[src/rtl/core/imu_motion_orientation_classifier_macros.svh]
// assertion macros used by the classifier top level
`ifndef IMU_MOTION_ORIENTATION_CLASSIFIER_MACROS_SVH
`define IMU_MOTION_ORIENTATION_CLASSIFIER_MACROS_SVH

// same-cycle implication, checked out of reset
`define IMOC_ASSERT_NOW(label, ante, cons) \
    label: assert property (@(posedge aclk) disable iff (!aresetn) (ante) |-> (cons)) \
        else $error("imoc check failed");

// next-cycle implication, checked out of reset
`define IMOC_ASSERT_NEXT(label, ante, cons) \
    label: assert property (@(posedge aclk) disable iff (!aresetn) (ante) |=> (cons)) \
        else $error("imoc check failed");

`endif

[src/rtl/core/imoc_pkg.sv]
// shared types, constants and helpers of the motion classifier
package imoc_pkg;

    // register indexes of the configuration port
    localparam logic [2:0] REG_MOVE_LIMIT   = 3'd0;
    localparam logic [2:0] REG_SHAKE_LIMIT  = 3'd1;
    localparam logic [2:0] REG_ROTATE_LIMIT = 3'd2;
    localparam logic [2:0] REG_SPIN_LIMIT   = 3'd3;
    localparam logic [2:0] REG_ORIENT_LIMIT = 3'd4;
    localparam logic [2:0] REG_LOW_PCT      = 3'd5;
    localparam logic [2:0] REG_CRIT_PCT     = 3'd6;

    localparam logic [15:0] ONE_G = 16'd4096;
    localparam logic [4:0] NIGHT_START = 5'd22;
    localparam logic [4:0] NIGHT_END = 5'd6;
    localparam logic [2:0] SUNDAY = 3'd0;
    localparam logic [2:0] SATURDAY = 3'd6;

    // cordic datapath widths
    localparam int CW = 28;
    localparam int ZW = 26;
    localparam int ATAN_LEN = 24;
    localparam logic signed [ZW-1:0] HALF_TURN = 26'sd11796480;
    localparam logic [21:0] ATAN_TAB [ATAN_LEN] = '{
        22'd2949120, 22'd1740967, 22'd919879, 22'd466945, 22'd234379, 22'd117304,
        22'd58666, 22'd29335, 22'd14668, 22'd7334, 22'd3667, 22'd1833,
        22'd917, 22'd458, 22'd229, 22'd115, 22'd57, 22'd29,
        22'd14, 22'd7, 22'd4, 22'd2, 22'd1, 22'd0
    };

    localparam logic [12:0] PITCH_LIMIT = 13'd1440;
    localparam logic [12:0] ROLL_LIMIT = 13'd2880;

    typedef enum logic [2:0] {
        ORIENT_NONE       = 3'd0,
        ORIENT_FACE_UP    = 3'd1,
        ORIENT_FACE_DOWN  = 3'd2,
        ORIENT_PORTRAIT   = 3'd3,
        ORIENT_PORTRAIT_I = 3'd4,
        ORIENT_LAND_LEFT  = 3'd5,
        ORIENT_LAND_RIGHT = 3'd6
    } orient_t;

    typedef enum logic [1:0] {
        ST_IDLE,
        ST_ROOT,
        ST_ANGLE
    } back_state_t;

    typedef struct packed {
        logic [14:0] move_lim;
        logic [15:0] shake_lim;
        logic [15:0] rotate_lim;
        logic [15:0] spin_lim;
        logic [14:0] orient_lim;
        logic [6:0]  low_pct;
        logic [6:0]  crit_pct;
    } cfg_t;

    // one item between front and back
    typedef struct packed {
        logic [31:0]        asq;
        logic [31:0]        gsq;
        logic [31:0]        hsq;
        logic signed [15:0] ax;
        logic signed [15:0] ay;
        logic signed [15:0] az;
        orient_t            orient;
        logic [1:0]         batt_flags;
        logic [1:0]         time_flags;
    } entry_t;

    typedef struct packed {
        logic [15:0]        amag;
        logic [15:0]        gmag;
        logic               moving;
        logic               shaking;
        logic               rotating;
        logic               spinning;
        logic               idle;
        orient_t            orient;
        logic signed [11:0] pitch;
        logic signed [12:0] roll;
        logic [1:0]         batt_flags;
        logic [1:0]         time_flags;
    } result_t;

    // one digit step of the square root, returns {remainder, root}
    function automatic logic [63:0] root_step(input logic [31:0] s, input logic [31:0] r,
                                              input logic [31:0] b);
        logic [32:0] t;
        t = {1'b0, r} + {1'b0, b};
        if ({1'b0, s} >= t) begin
            return {s - t[31:0], (r >> 1) + b};
        end
        return {s, r >> 1};
    endfunction

    // round the root to nearest from the final remainder
    function automatic logic [16:0] root_round(input logic [31:0] s, input logic [31:0] r);
        return (s > r) ? 17'(r + 32'd1) : r[16:0];
    endfunction

endpackage

[src/rtl/core/imoc_queue.sv]
// two-entry queue between front and back
module imoc_queue import imoc_pkg::*; (
    input  logic   aclk,
    input  logic   aresetn,
    input  logic   push,
    output logic   push_ready,
    input  entry_t push_data,
    input  logic   pop,
    output logic   pop_valid,
    output entry_t pop_data
);

    entry_t     mem_reg [2];
    logic       wptr_reg, wptr_next;
    logic       rptr_reg, rptr_next;
    logic [1:0] count_reg, count_next;

    assign push_ready = (count_reg != 2'd2);
    assign pop_valid = (count_reg != 2'd0);
    assign pop_data = mem_reg[rptr_reg];

    // pointer and fill count
    always_comb begin
        wptr_next = wptr_reg ^ push;
        rptr_next = rptr_reg ^ pop;
        count_next = count_reg + 2'(push) - 2'(pop);
    end

    always_ff @(posedge aclk) begin
        if (!aresetn) begin
            wptr_reg <= 1'b0;
            rptr_reg <= 1'b0;
            count_reg <= 2'd0;
        end else begin
            wptr_reg <= wptr_next;
            rptr_reg <= rptr_next;
            count_reg <= count_next;
        end
    end

    // storage
    always_ff @(posedge aclk) begin
        if (push) begin
            mem_reg[wptr_reg] <= push_data;
        end
    end

endmodule

[config.mk]
export PLATFORM = sky130hd
export DESIGN_NAME = imoc_queue
export DESIGN_NICKNAME = d
export VERILOG_FILES = /design/src/rtl/core/imu_motion_orientation_classifier_macros.svh /design/src/rtl/core/imoc_pkg.sv /design/src/rtl/core/imoc_queue.sv
export SDC_FILE = /design/constraint.sdc
export NUM_CORES = 1
export LEC_CHECK = 0
export BUFFER_PORTS_ARGS = -buffer_cell sky130_fd_sc_hd__buf_4
export CORE_ASPECT_RATIO = 1.1
export CORE_MARGIN = 2
export CORE_UTILIZATION = 45
export DETAILED_ROUTE_END_ITERATION = 8
export PLACE_DENSITY = 0.69
export SLEW_MARGIN = 10
export SYNTH_ARGS = -nofsm -noshare
export SYNTH_HDL_FRONTEND = slang
export SYNTH_SLANG_ARGS = --single-unit
[constraint.sdc]
create_clock -name aclk -period 7 [get_ports aclk]
set_input_delay 1.05 -clock aclk [delete_from_list [all_inputs] [get_ports aclk]]
set_output_delay 1.05 -clock aclk [all_outputs]
set_load 0.05 [all_outputs]
# ---- Yosys cells after proc, flatten, opt, wreduce, memory -nomap -nowiden
# Memories as Yosys holds them, arrays and structs flattened. A register that Yosys moved wholly into a read port is not among the register bits.
# Index checks and enable logic that the tools add are counted.
dict set report totals {
  regBits 4
  ram_bits 302
  inputBits 155
  output_inout_bits 153
  word_cells 13
  n_memories 1
}
# name words width rd rd_ports_with_merged_regs wr line_no
set mem_list {}
lappend mem_list {mem_reg 2 151 1 1 1 imoc_queue.sv:13} ;# entry_t mem_reg [2];
dict set report op_classes {
  add_sub_neg 2
  eq_ne 1
  n_mux 3
  n_bitwise 2
  n_reduce_logical 1
}
# operator count
set op_table {}
lappend op_table {{$mux 1} 3}
lappend op_table {{$add 2x1->2} 1}
lappend op_table {{$ne 2x2->1 const B} 1}
lappend op_table {{$reduce_bool 2->1} 1}
lappend op_table {{$sub 2x1->2} 1}
lappend op_table {{$xor 1x1->1} 2}

# ---- Longest topological paths before layout
dict set report logic_depth {
  depth_word 2
  ltp_mapped 6
  mapped_depth_nobuf 6
}

# ---- Worst setup path before layout
# Ideal clock, no wire load.
dict set report synth_timing {
  kind {input to register}
  startpoint {in push}
  endpoint {mem mem_reg[0][0] in the netlist's numbering, enable pin}
  setup_time_ns 0.530
  arrival_ns 4.571
  required_time_ns 6.470
  path_slack_ns 1.899
  stages 1
  path_buffers 0
  path_cell_list {ha_1}
}
dict set report synth_via {
  elab_chain_len 2
}
# element line_no
set synth_rtl {}
lappend synth_rtl {{from (decl)} imoc_queue.sv:5} ;# input logic push,
lappend synth_rtl {{$mux 1} imoc_queue.sv:43} ;# if (push) begin
lappend synth_rtl {{$mux 1 (implied by the code)} imoc_queue.sv:44} ;# mem_reg[wptr_reg] <= push_data;
lappend synth_rtl {{to (decl)} imoc_queue.sv:13}
# No other way between the ends.

==> impl_metrics.toml <==
[clock_network]
htree_num_levels = 1
post_cts.resized_instances = 0
ctsRootBufferMaster = "sky130_fd_sc_hd__clkbuf_16"
clock_tree_sinks = 307
clock_path_buffers = 3
post_cts_buffers = 0
cts_hold_repair.buffers = 0
clock_latency_ps = 530
cts_inserted_buffers = 30
tritoncts = "done"
cts.reportedPaths.clkPinSlew_ps = 60

[cells_and_area]
finish.net_count = 977
final_layout_size_suffix_gt1_frac = 0.608
sequential_cell_area_sq_um = 9170
largest_reg_flops = 302
area_delta_synth_final_pct = 31.8
fillerInstances = 1863
commonest_cells_after_routing_fill_and_taps_aside = "311 x sky130_fd_sc_hd__buf_4, 302 x sky130_fd_sc_hd__edfxtp_1, 90 x sky130_fd_sc_hd__mux2_4"
multiInputGateArea_sq_um = 2190
final_design_area_no_fill_sq_um = 15200
antennaDiodeCount = 0
most_common_cell_after_layout_fill_and_taps_aside = "sky130_fd_sc_hd__buf_4"
core_occupancy_in_the_finished_layout = 0.602

[floorplan]
rows = 61
dieArea_sq_um = 26800
chipWidth_microns = 156
die-height_microns = 172
pin_count = 308
core_area_sq_um = 25200
effective_utilization_at_floorplan = 0.456

[sta]
max_transition_viols_final = 0
accumulated_negative_setup_slack_ps = 0
timing.clock.skew_ps = 11.0
fin_crit_sh = 0.549
min_period_ps = 3840
rsz0062_at_grt = "no"
timing_hold_violations_final = 0
worstMarginPinSlew_ps = 1140
slew-limit-headroom = 0.239
worst_hold_slack_ps = 593
setup_viol = 0
finalWorstSetupSlack_ps = 3160
maxClockFrequency_ghz = 0.260

[yosys]
synth_area_sq_um = 11500
postSynthCellCount = 491
synth_seq_area_share = 0.798
flops_latches_synth = 307
syn_area_per_cell_sq_um = 23.4
netlist-cell-type-count = 14
synth_warnings = 0
synth.net_count = 650

[routing]
antenna_left = 0
initialDrtViolationCount = 234
detail_route.drc_violations = 0
via_per_inst = 4.86
detail_route.wirelength_microns = 21600
first_pass_iters = 4
routed-via-count = 5626
routed_wire_length_per_instance_microns = 18.7

[worst_setup_path]
crit_fanout = 79
cell_count_of_the_worst_reg_to_reg_path = 3
critical_path.reg2reg.endpoint = "mem_reg[0][110]"
path_cells = "buf_12 -> mux2_4 -> buf_4"
critical_path_class = "reg2out"
end_kind = "output port"
reg2reg_setup_slack_ps = 4580
critPathSlowestCell = "sky130_fd_sc_hd__dfxtp_4"
reg2reg_from = "wptr_reg"
arrival_ps = 2790
startpoint_type = "flop"
required_ps = 5950
crit_path_max_incr_delay_ps = 1060

[placed_design]
io_buffer_count = 307
dpl_worst_slack_ps = 3620
placedInstanceArea_sq_um = 14100
finalWeightedCongestion = 0.732
dp_hpwl_microns = 14800

[global_route]
first_global_vias = 6073
first_pass_grt_wire_length_microns = 32100
track_usage = 0.155
grt_max_degree = 80
grt.overflow.total = 0
initial_antenna_violation_count = 1

[power_and_ir_drop]
maximum_resistive_drop_on_vdd_uv = 279
pwr_density_cell_nw_per_um2 = 309
static-leakage-power_nw = 5.86

[min_path]
worst_min_path_class = "reg2reg"
timing.hold.worst_path_depth = 2
min-delay-start = "rptr_reg"

[run_status]
outcome = "finished, final reports clean"

[job]
max_cap_violations = 0
[routing by layer]
metal / vias up / track usage / routed length (microns)
li1: 2603 / - / -
met1: 2747 / 0.174 / 8010
met2: 240 / 0.262 / 10600
met3: 34 / 0.0718 / 2460
met4: 2 / 0.0499 / 549
met5: - / 0 / 13
[synthesized netlist by cell type]
library cell               instances  area (sq um)
sky130_fd_sc_hd__mux2_4           90          1350
sky130_fd_sc_hd__inv_1             3          11.3
sky130_fd_sc_hd__xor2_1            1          8.76
sky130_fd_sc_hd__mux2_2           61           687
sky130_fd_sc_hd__and2_1            3          18.8
sky130_fd_sc_hd__nand2_1           1          3.75
sky130_fd_sc_hd__ha_1              4          50.1
sky130_fd_sc_hd__buf_2             6          30.0
sky130_fd_sc_hd__edfxtp_1        302          9070
sky130_fd_sc_hd__nor2b_1           2          12.5
sky130_fd_sc_hd__or2_2             1          6.26
sky130_fd_sc_hd__xnor3_1           1          22.5
sky130_fd_sc_hd__buf_6            11           124
sky130_fd_sc_hd__dfxtp_1           5           100
[power breakdown]
part           switching, mW  internal [mW]
sequential            0.0449           2.15
clock                  0.626           1.01
combinational          0.537          0.324
[cell type report]
type,count,share of cell area
timing repair buffer,312,0.155
clock buffer,43,0.0575
sequential,307,0.605
clock inverter,13,0.0107
multi-input combinational,164,0.144
inverter,3,0.000743
tap,315,0.0260
[stage by stage]
stage                     std cells  total power, mW
after global routing           1157             4.85
after global placement         1101             3.08
final                          1157             4.69
after floorplan                 491             2.84
after detailed placement       1101             3.10
after CTS                      1157             4.74
[logic make-up after synthesis]
kind of cell	Yosys count	synth area share
XOR/XNOR	2	0.00272
adder cells (fa/ha/maj)	4	0.00435
buffers and inverters	20	0.0144
flip-flops	307	0.798
multiplexers	151	0.177
AND/OR/NAND/NOR	7	0.00359
[worst max-delay path by stage]
stage | startpoint | endpoint | slack [ps]
3_3_place_gp | flop | pop_data[40] | 3670
5_1_grt | flop | pop_data[73] | 2980
2_1_floorplan | push | mem_reg[0][0] | 1900
3_5_place_dp | flop | pop_data[45] | 3620
6_report | flop | pop_data[73] | 3160
4_1_cts | flop | pop_data[45] | 3040
[critical path, delay by kind of cell, from the launching register on]
kind / cells / cell delay, ps
DFF: 1 / 1060
buffers and inverters: 2 / 700
muxes: 1 / 360
Note: power is estimated with default switching activity, not from simulation.
