**src/rtl/core/imu_motion_orientation_classifier_macros.svh**
```systemverilog
// assertion macros used by the classifier top level
`ifndef IMU_MOTION_ORIENTATION_CLASSIFIER_MACROS_SVH
`define IMU_MOTION_ORIENTATION_CLASSIFIER_MACROS_SVH

// same-cycle implication, checked out of reset
`define IMOC_ASSERT_NOW(label, ante, cons) \
    label: assert property (@(posedge aclk) disable iff (!aresetn) (ante) |-> (cons)) \
        else $error("imoc check failed");

// next-cycle implication, checked out of reset
`define IMOC_ASSERT_NEXT(label, ante, cons) \
    label: assert property (@(posedge aclk) disable iff (!aresetn) (ante) |=> (cons)) \
        else $error("imoc check failed");

`endif

```
**src/rtl/core/imoc_pkg.sv**
```systemverilog
// shared types, constants and helpers of the motion classifier
package imoc_pkg;

    // register indexes of the configuration port
    localparam logic [2:0] REG_MOVE_LIMIT   = 3'd0;
    localparam logic [2:0] REG_SHAKE_LIMIT  = 3'd1;
    localparam logic [2:0] REG_ROTATE_LIMIT = 3'd2;
    localparam logic [2:0] REG_SPIN_LIMIT   = 3'd3;
    localparam logic [2:0] REG_ORIENT_LIMIT = 3'd4;
    localparam logic [2:0] REG_LOW_PCT      = 3'd5;
    localparam logic [2:0] REG_CRIT_PCT     = 3'd6;

    localparam logic [15:0] ONE_G = 16'd4096;
    localparam logic [4:0] NIGHT_START = 5'd22;
    localparam logic [4:0] NIGHT_END = 5'd6;
    localparam logic [2:0] SUNDAY = 3'd0;
    localparam logic [2:0] SATURDAY = 3'd6;

    // cordic datapath widths
    localparam int CW = 28;
    localparam int ZW = 26;
    localparam int ATAN_LEN = 24;
    localparam logic signed [ZW-1:0] HALF_TURN = 26'sd11796480;
    localparam logic [21:0] ATAN_TAB [ATAN_LEN] = '{
        22'd2949120, 22'd1740967, 22'd919879, 22'd466945, 22'd234379, 22'd117304,
        22'd58666, 22'd29335, 22'd14668, 22'd7334, 22'd3667, 22'd1833,
        22'd917, 22'd458, 22'd229, 22'd115, 22'd57, 22'd29,
        22'd14, 22'd7, 22'd4, 22'd2, 22'd1, 22'd0
    };

    localparam logic [12:0] PITCH_LIMIT = 13'd1440;
    localparam logic [12:0] ROLL_LIMIT = 13'd2880;

    typedef enum logic [2:0] {
        ORIENT_NONE       = 3'd0,
        ORIENT_FACE_UP    = 3'd1,
        ORIENT_FACE_DOWN  = 3'd2,
        ORIENT_PORTRAIT   = 3'd3,
        ORIENT_PORTRAIT_I = 3'd4,
        ORIENT_LAND_LEFT  = 3'd5,
        ORIENT_LAND_RIGHT = 3'd6
    } orient_t;

    typedef enum logic [1:0] {
        ST_IDLE,
        ST_ROOT,
        ST_ANGLE
    } back_state_t;

    typedef struct packed {
        logic [14:0] move_lim;
        logic [15:0] shake_lim;
        logic [15:0] rotate_lim;
        logic [15:0] spin_lim;
        logic [14:0] orient_lim;
        logic [6:0]  low_pct;
        logic [6:0]  crit_pct;
    } cfg_t;

    // one item between front and back
    typedef struct packed {
        logic [31:0]        asq;
        logic [31:0]        gsq;
        logic [31:0]        hsq;
        logic signed [15:0] ax;
        logic signed [15:0] ay;
        logic signed [15:0] az;
        orient_t            orient;
        logic [1:0]         batt_flags;
        logic [1:0]         time_flags;
    } entry_t;

    typedef struct packed {
        logic [15:0]        amag;
        logic [15:0]        gmag;
        logic               moving;
        logic               shaking;
        logic               rotating;
        logic               spinning;
        logic               idle;
        orient_t            orient;
        logic signed [11:0] pitch;
        logic signed [12:0] roll;
        logic [1:0]         batt_flags;
        logic [1:0]         time_flags;
    } result_t;

    // one digit step of the square root, returns {remainder, root}
    function automatic logic [63:0] root_step(input logic [31:0] s, input logic [31:0] r,
                                              input logic [31:0] b);
        logic [32:0] t;
        t = {1'b0, r} + {1'b0, b};
        if ({1'b0, s} >= t) begin
            return {s - t[31:0], (r >> 1) + b};
        end
        return {s, r >> 1};
    endfunction

    // round the root to nearest from the final remainder
    function automatic logic [16:0] root_round(input logic [31:0] s, input logic [31:0] r);
        return (s > r) ? 17'(r + 32'd1) : r[16:0];
    endfunction

endpackage

```
**src/rtl/core/imoc_front.sv**
```systemverilog
// front part: squares, orientation, battery and calendar flags
module imoc_front import imoc_pkg::*; (
    input  logic               in_valid,
    output logic               in_ready,
    input  logic signed [15:0] accel_x,
    input  logic signed [15:0] accel_y,
    input  logic signed [15:0] accel_z,
    input  logic signed [15:0] gyro_x,
    input  logic signed [15:0] gyro_y,
    input  logic signed [15:0] gyro_z,
    input  logic [6:0]         battery_percent,
    input  logic [4:0]         hour_of_day,
    input  logic [2:0]         weekday,
    input  cfg_t               cfg,
    output logic               push,
    input  logic               push_ready,
    output entry_t             entry
);

    logic [31:0] sq_ax, sq_ay, sq_az, sq_gx, sq_gy, sq_gz;
    logic [16:0] bx, by, bz, ol;

    assign in_ready = push_ready;
    assign push = in_valid && push_ready;

    // squares are never negative, so the low 32 bits hold them
    assign sq_ax = 32'(accel_x * accel_x);
    assign sq_ay = 32'(accel_y * accel_y);
    assign sq_az = 32'(accel_z * accel_z);
    assign sq_gx = 32'(gyro_x * gyro_x);
    assign sq_gy = 32'(gyro_y * gyro_y);
    assign sq_gz = 32'(gyro_z * gyro_z);

    // absolute axis values
    assign bx = accel_x[15] ? 17'(-18'(accel_x)) : 17'(accel_x);
    assign by = accel_y[15] ? 17'(-18'(accel_y)) : 17'(accel_y);
    assign bz = accel_z[15] ? 17'(-18'(accel_z)) : 17'(accel_z);
    assign ol = 17'(cfg.orient_lim);

    always_comb begin
        entry.asq = sq_ax + sq_ay + sq_az;
        entry.gsq = sq_gx + sq_gy + sq_gz;
        entry.hsq = sq_ax + sq_ay;
        entry.ax = accel_x;
        entry.ay = accel_y;
        entry.az = accel_z;

        // dominant axis, z first, then y, then x
        if (bz > bx && bz > by && bz > ol) begin
            entry.orient = (accel_z > 16'sd0) ? ORIENT_FACE_UP : ORIENT_FACE_DOWN;
        end else if (by > bx && by > bz && by > ol) begin
            entry.orient = accel_y[15] ? ORIENT_PORTRAIT : ORIENT_PORTRAIT_I;
        end else if (bx > by && bx > bz && bx > ol) begin
            entry.orient = (accel_x > 16'sd0) ? ORIENT_LAND_LEFT : ORIENT_LAND_RIGHT;
        end else begin
            entry.orient = ORIENT_NONE;
        end

        entry.batt_flags = {battery_percent < cfg.crit_pct, battery_percent < cfg.low_pct};
        entry.time_flags = {weekday == SUNDAY || weekday == SATURDAY,
                            hour_of_day >= NIGHT_START || hour_of_day < NIGHT_END};
    end

endmodule

```
**config.mk**
```make
export PLATFORM = sky130hd
export DESIGN_NAME = imoc_front
export DESIGN_NICKNAME = d
export VERILOG_FILES = /design/src/rtl/core/imu_motion_orientation_classifier_macros.svh /design/src/rtl/core/imoc_pkg.sv /design/src/rtl/core/imoc_front.sv
export SDC_FILE = /design/constraint.sdc
export NUM_CORES = 2
export LEC_CHECK = 0
export ABC_AREA = 1
export BUFFER_PORTS_ARGS = -buffer_cell sky130_fd_sc_hd__buf_4
export CAP_MARGIN = 20
export CORE_ASPECT_RATIO = 1.1
export CORE_MARGIN = 1
export CORE_UTILIZATION = 45
export DETAILED_ROUTE_END_ITERATION = 7
export GPL_TIMING_DRIVEN = 0
export PLACE_DENSITY = 0.59
export SETUP_SLACK_MARGIN = 0.5
export SLEW_MARGIN = 20
export SYNTH_ARGS = -nofsm -noshare
export SYNTH_HDL_FRONTEND = slang
export SYNTH_SLANG_ARGS = --single-unit
```
**constraint.sdc**
```tcl
create_clock -name vclk -period 12
set_input_delay 0.6 -clock vclk [all_inputs]
set_output_delay 0.6 -clock vclk [all_outputs]
set_load 0.02 [all_outputs]
```
== Yosys cells after proc, flatten, opt, wreduce, memory -nomap -nowiden ==
Cells that the tools add are included.

* $add $sub $neg: 7
* Multipliers: 6
* Multiplexer cells: 9
* Eq/ne operators: 1
* Order comparisons: 15
* Reductions and logical operators: 10

{| class="wikitable"
|+ Operators with widths
! operator !! number
|-
| multiplier 16 x 16 -> 32 bit || 6
|-
| adder 32 bit || 4
|-
| > comparator 17 bit || 6
|-
| > comparator 17 x 15 -> 1 bit || 3
|-
| 2-to-1 mux 17 bit || 3
|-
| negation 16 -> 17 bit || 3
|-
| > comparator 16 x 1 -> 1 bit (second input constant) || 2
|-
| less-than comparator 7 bit || 2
|-
| 2-to-1 mux 3 bit || 4
|-
| logical AND 1 bit || 7
|-
| greater-or-equal comparator 5 bit (second input constant) || 1
|-
| less-than comparator 5 x 3 -> 1 bit (second input constant) || 1
|-
| 2-to-1 mux 2 bit || 2
|-
| == test 3 bit (second input constant) || 1
|-
| logical NOT 3 bit || 1
|-
| logical OR 1 bit || 2
|}

* Bits of input ports: 205
* Register bits after elaboration: 0
* Output and inout bits: 153
* Word-level logic and storage cells: 48

== Depth between registers and ports, before layout ==
* Depth after elaboration: 8
* Gate-level depth with buffers: 50
* Gate-level depth less buffers: 49

== Worst setup path after synthesis ==
No wires, ideal clock.

* Path kind: input-to-output
* From: input accel_x[15]
* To: output entry[150] (netlist bit)
* Arrival: 10.891 ns
* Buffers on the path: 3
* Required time: 11.400 ns
* Stages on the path: 40
* Slack: 0.509 ns
* Cell sequence: buf_2 > buf_1 > buf_1 > nand2_1 > inv_1 > fa_1 > fa_1 > fa_1 > inv_1 > fa_1 > inv_1 > fa_1 > fa_1 > fa_1 > inv_1 > fa_1 > inv_1 > ha_1 > (+4 left out) > xor2_1 > ha_1 > fa_1 > inv_1 > fa_1 > fa_1 > fa_1 > inv_1 > ha_1 > a21oi_1 > o21ai_0 > a21oi_1 > nand2_1 > nor2_1 > nand3_1 > nand2_1 > nand3_1 > nand2_1

{| class="wikitable"
|+ RTL lines
! item !! line !! RTL
|-
| from (decl) || imoc_front.sv:5 || <nowiki>input logic signed [15:0] accel_x,</nowiki>
|-
| to (decl) || imoc_front.sv:17 || <nowiki>output entry_t entry</nowiki>
|}

==> impl_metrics.json <==
{
  "critical_path_class": "in2out",
  "syn_avg_cell_area_sq_um": 8.535,
  "grt_overflow": 0,
  "core_area_sq_um": 132300,
  "fin_ws_ns": 0.1569,
  "post-synth-top-count-cell": "inv_1",
  "yosys-top-cells-area": "fa_1, inv_1, ha_1",
  "synth_common_cells": "inv_1, fa_1, nand2_1, ha_1, nor2_1",
  "dp_slack_ns": -1.989,
  "grt_max_degree": 18,
  "slew_viol_final": 0,
  "postLayoutCellArea_sq_um": 67380,
  "relSlewSlack_pct": 29.20,
  "drtIter0Drc": 2118,
  "vias": 44050,
  "viasPerCell": 4.796,
  "die_w_um": 350.0,
  "io_pins": 358,
  "fp.dieH_um": 384.8,
  "synth_area_leader_cell": "fa_1",
  "synth_compound_area_share_pct": 2.977,
  "fillers": 12770,
  "worstMarginPinSlew_ns": 1.061,
  "drcViolationCount": 0,
  "multi_input_area_sq_um": 50990,
  "crit_top_cell": "fa_1",
  "seq_area_sq_um": 0,
  "yosys.area_share.simple_pct": 10.97,
  "io_buffers": 259,
  "maxCapViolCount": 0,
  "crit_arrival_ns": 11.24,
  "die_area_sq_um": 134600,
  "antenna_left": 0,
  "grt_pass1_vias": 48550,
  "synth_top_area_share_pct": 53.71,
  "critPathMaxFanout": 10,
  "status": "finished clean",
  "yosysWarnings": 0,
  "hp-class": "in2out",
  "place_area_sq_um": 64110,
  "syn_to_final_growth_pct": 12.43,
  "worstSetupStartpointType": "input port",
  "synthXorXnorAreaFrac_pct": 2.687,
  "rows": 140,
  "syn-instance-count": 7022,
  "syn_area_sq_um": 59930,
  "grt_use_total_pct": 26.44,
  "nClkBuffers": 0,
  "synth_top_family_by_area": "adder cells",
  "dr.pass1.iters": 5,
  "fin_setup_tns_ns": 0,
  "setup_viol": 0,
  "timing.fmax_mhz": 84.44,
  "cp.required_ns": 11.40,
  "finalCritPeriodShare_pct": 98.69,
  "nets": 9797,
  "yosysUniqueCellTypes": 61,
  "start_util_pct": 45.32,
  "cp_slowest_cell": "fa_2",
  "grt_pass1_wl_mm": 269.8,
  "drive_gt1_share_pct": 11.31,
  "rsz0062_at_grt": "true",
  "critPathCaptureType": "primary output",
  "totalWireLength_mm": 171.8,
  "gp_congestion": 0.9652,
  "fin_util_pct": 50.95,
  "dp_hpwl_mm": 158.4,
  "wl_per_cell_um": 18.70,
  "yosysSeqAreaShare_pct": 0,
  "period_needed_ns": 11.84,
  "nFlopsAndLatches": 0,
  "antenna_found_initial": 6,
  "critPathMaxStageDelay_ns": 0.59,
  "hold_viol_final": 0,
  "synth_mux_area_share_pct": 0.01670,
  "synth_fa_ha_area_share_pct": 65.70
}
[per-stage QoR]
| step | hold WS [ns] | instances |
|---|---|---|
| 2_1_floorplan | 1.313 | 7026 |
| 6_report | 1.397 | 9186 |
| 5_1_grt | 1.400 | 9183 |
| 4_1_cts | 1.398 | 9128 |
| 3_3_place_gp | 1.397 | 9060 |
| 3_5_place_dp | 1.398 | 9060 |
[logic make-up after synthesis]
| kind of cell | count (synthesis) |
|---|---|
| muxes | 1 |
| adders and majority gates | 2182 |
| and+or+nand+nor | 1610 |
| AOI/OAI and AO/OA | 308 |
| other | 2 |
| xor gates and xnor gates | 183 |
| buffers and inverters | 2736 |
[cell usage in the layout (no fill, tap or decap), types with 21 or more instances in the layout]
cell	instances
a21oi_1	119
fa_2	25
nand2_1	1134
clkbuf_1	102
nand4_1	43
inv_2	40
nand2_2	35
buf_4	417
o21ai_0	63
or2_2	21
buf_6	36
nor2_1	188
inv_1	2445
nand3_1	83
ha_4	42
xnor2_1	47
xor2_1	113
fa_1	1583
ha_1	529
[worst max-delay path, delay by kind of cell]
family	cells	cell delay, ns
AOI/OAI and AO/OA	1	0.50
xor gates and xnor gates	1	0.26
adders and majority gates	15	7.02
buffers and inverters	15	1.50
and+or+nand+nor	13	1.33
[repair_timing]
action	CTS	global route
pin swaps	72	92
buffers inserted	68	54
setup endpoints to repair	20	19
gates cloned	0	1
endpoints found under the hold margin	0	0
resized for setup	386	171
hold buffers	0	0
[layer usage]
layer / vias up / global-route usage, % / routed length, um
met5: - / 0 / 21
li1: 20360 / - / -
met3: 274 / 1.312 / 6523
met1: 22350 / 31.76 / 65140
met2: 1062 / 49.24 / 91090
met4: 4 / 10.74 / 9027
[final cells by class]
class | instances | share of cell area, %
multi-input combinational | 4290 | 75.67
inverter | 2493 | 13.92
timing repair buffer | 382 | 4.442
tap | 1775 | 3.296
buffer | 243 | 2.659
antenna | 3 | 0.01114
[final timing paths]
kind | start | endpoint | slack [ns] | cells past startpoint
setup / recovery | accel_x[15] | entry[150] | 0.16 | 45
hold / removal | accel_z[3] | entry[10] | 1.40 | 2
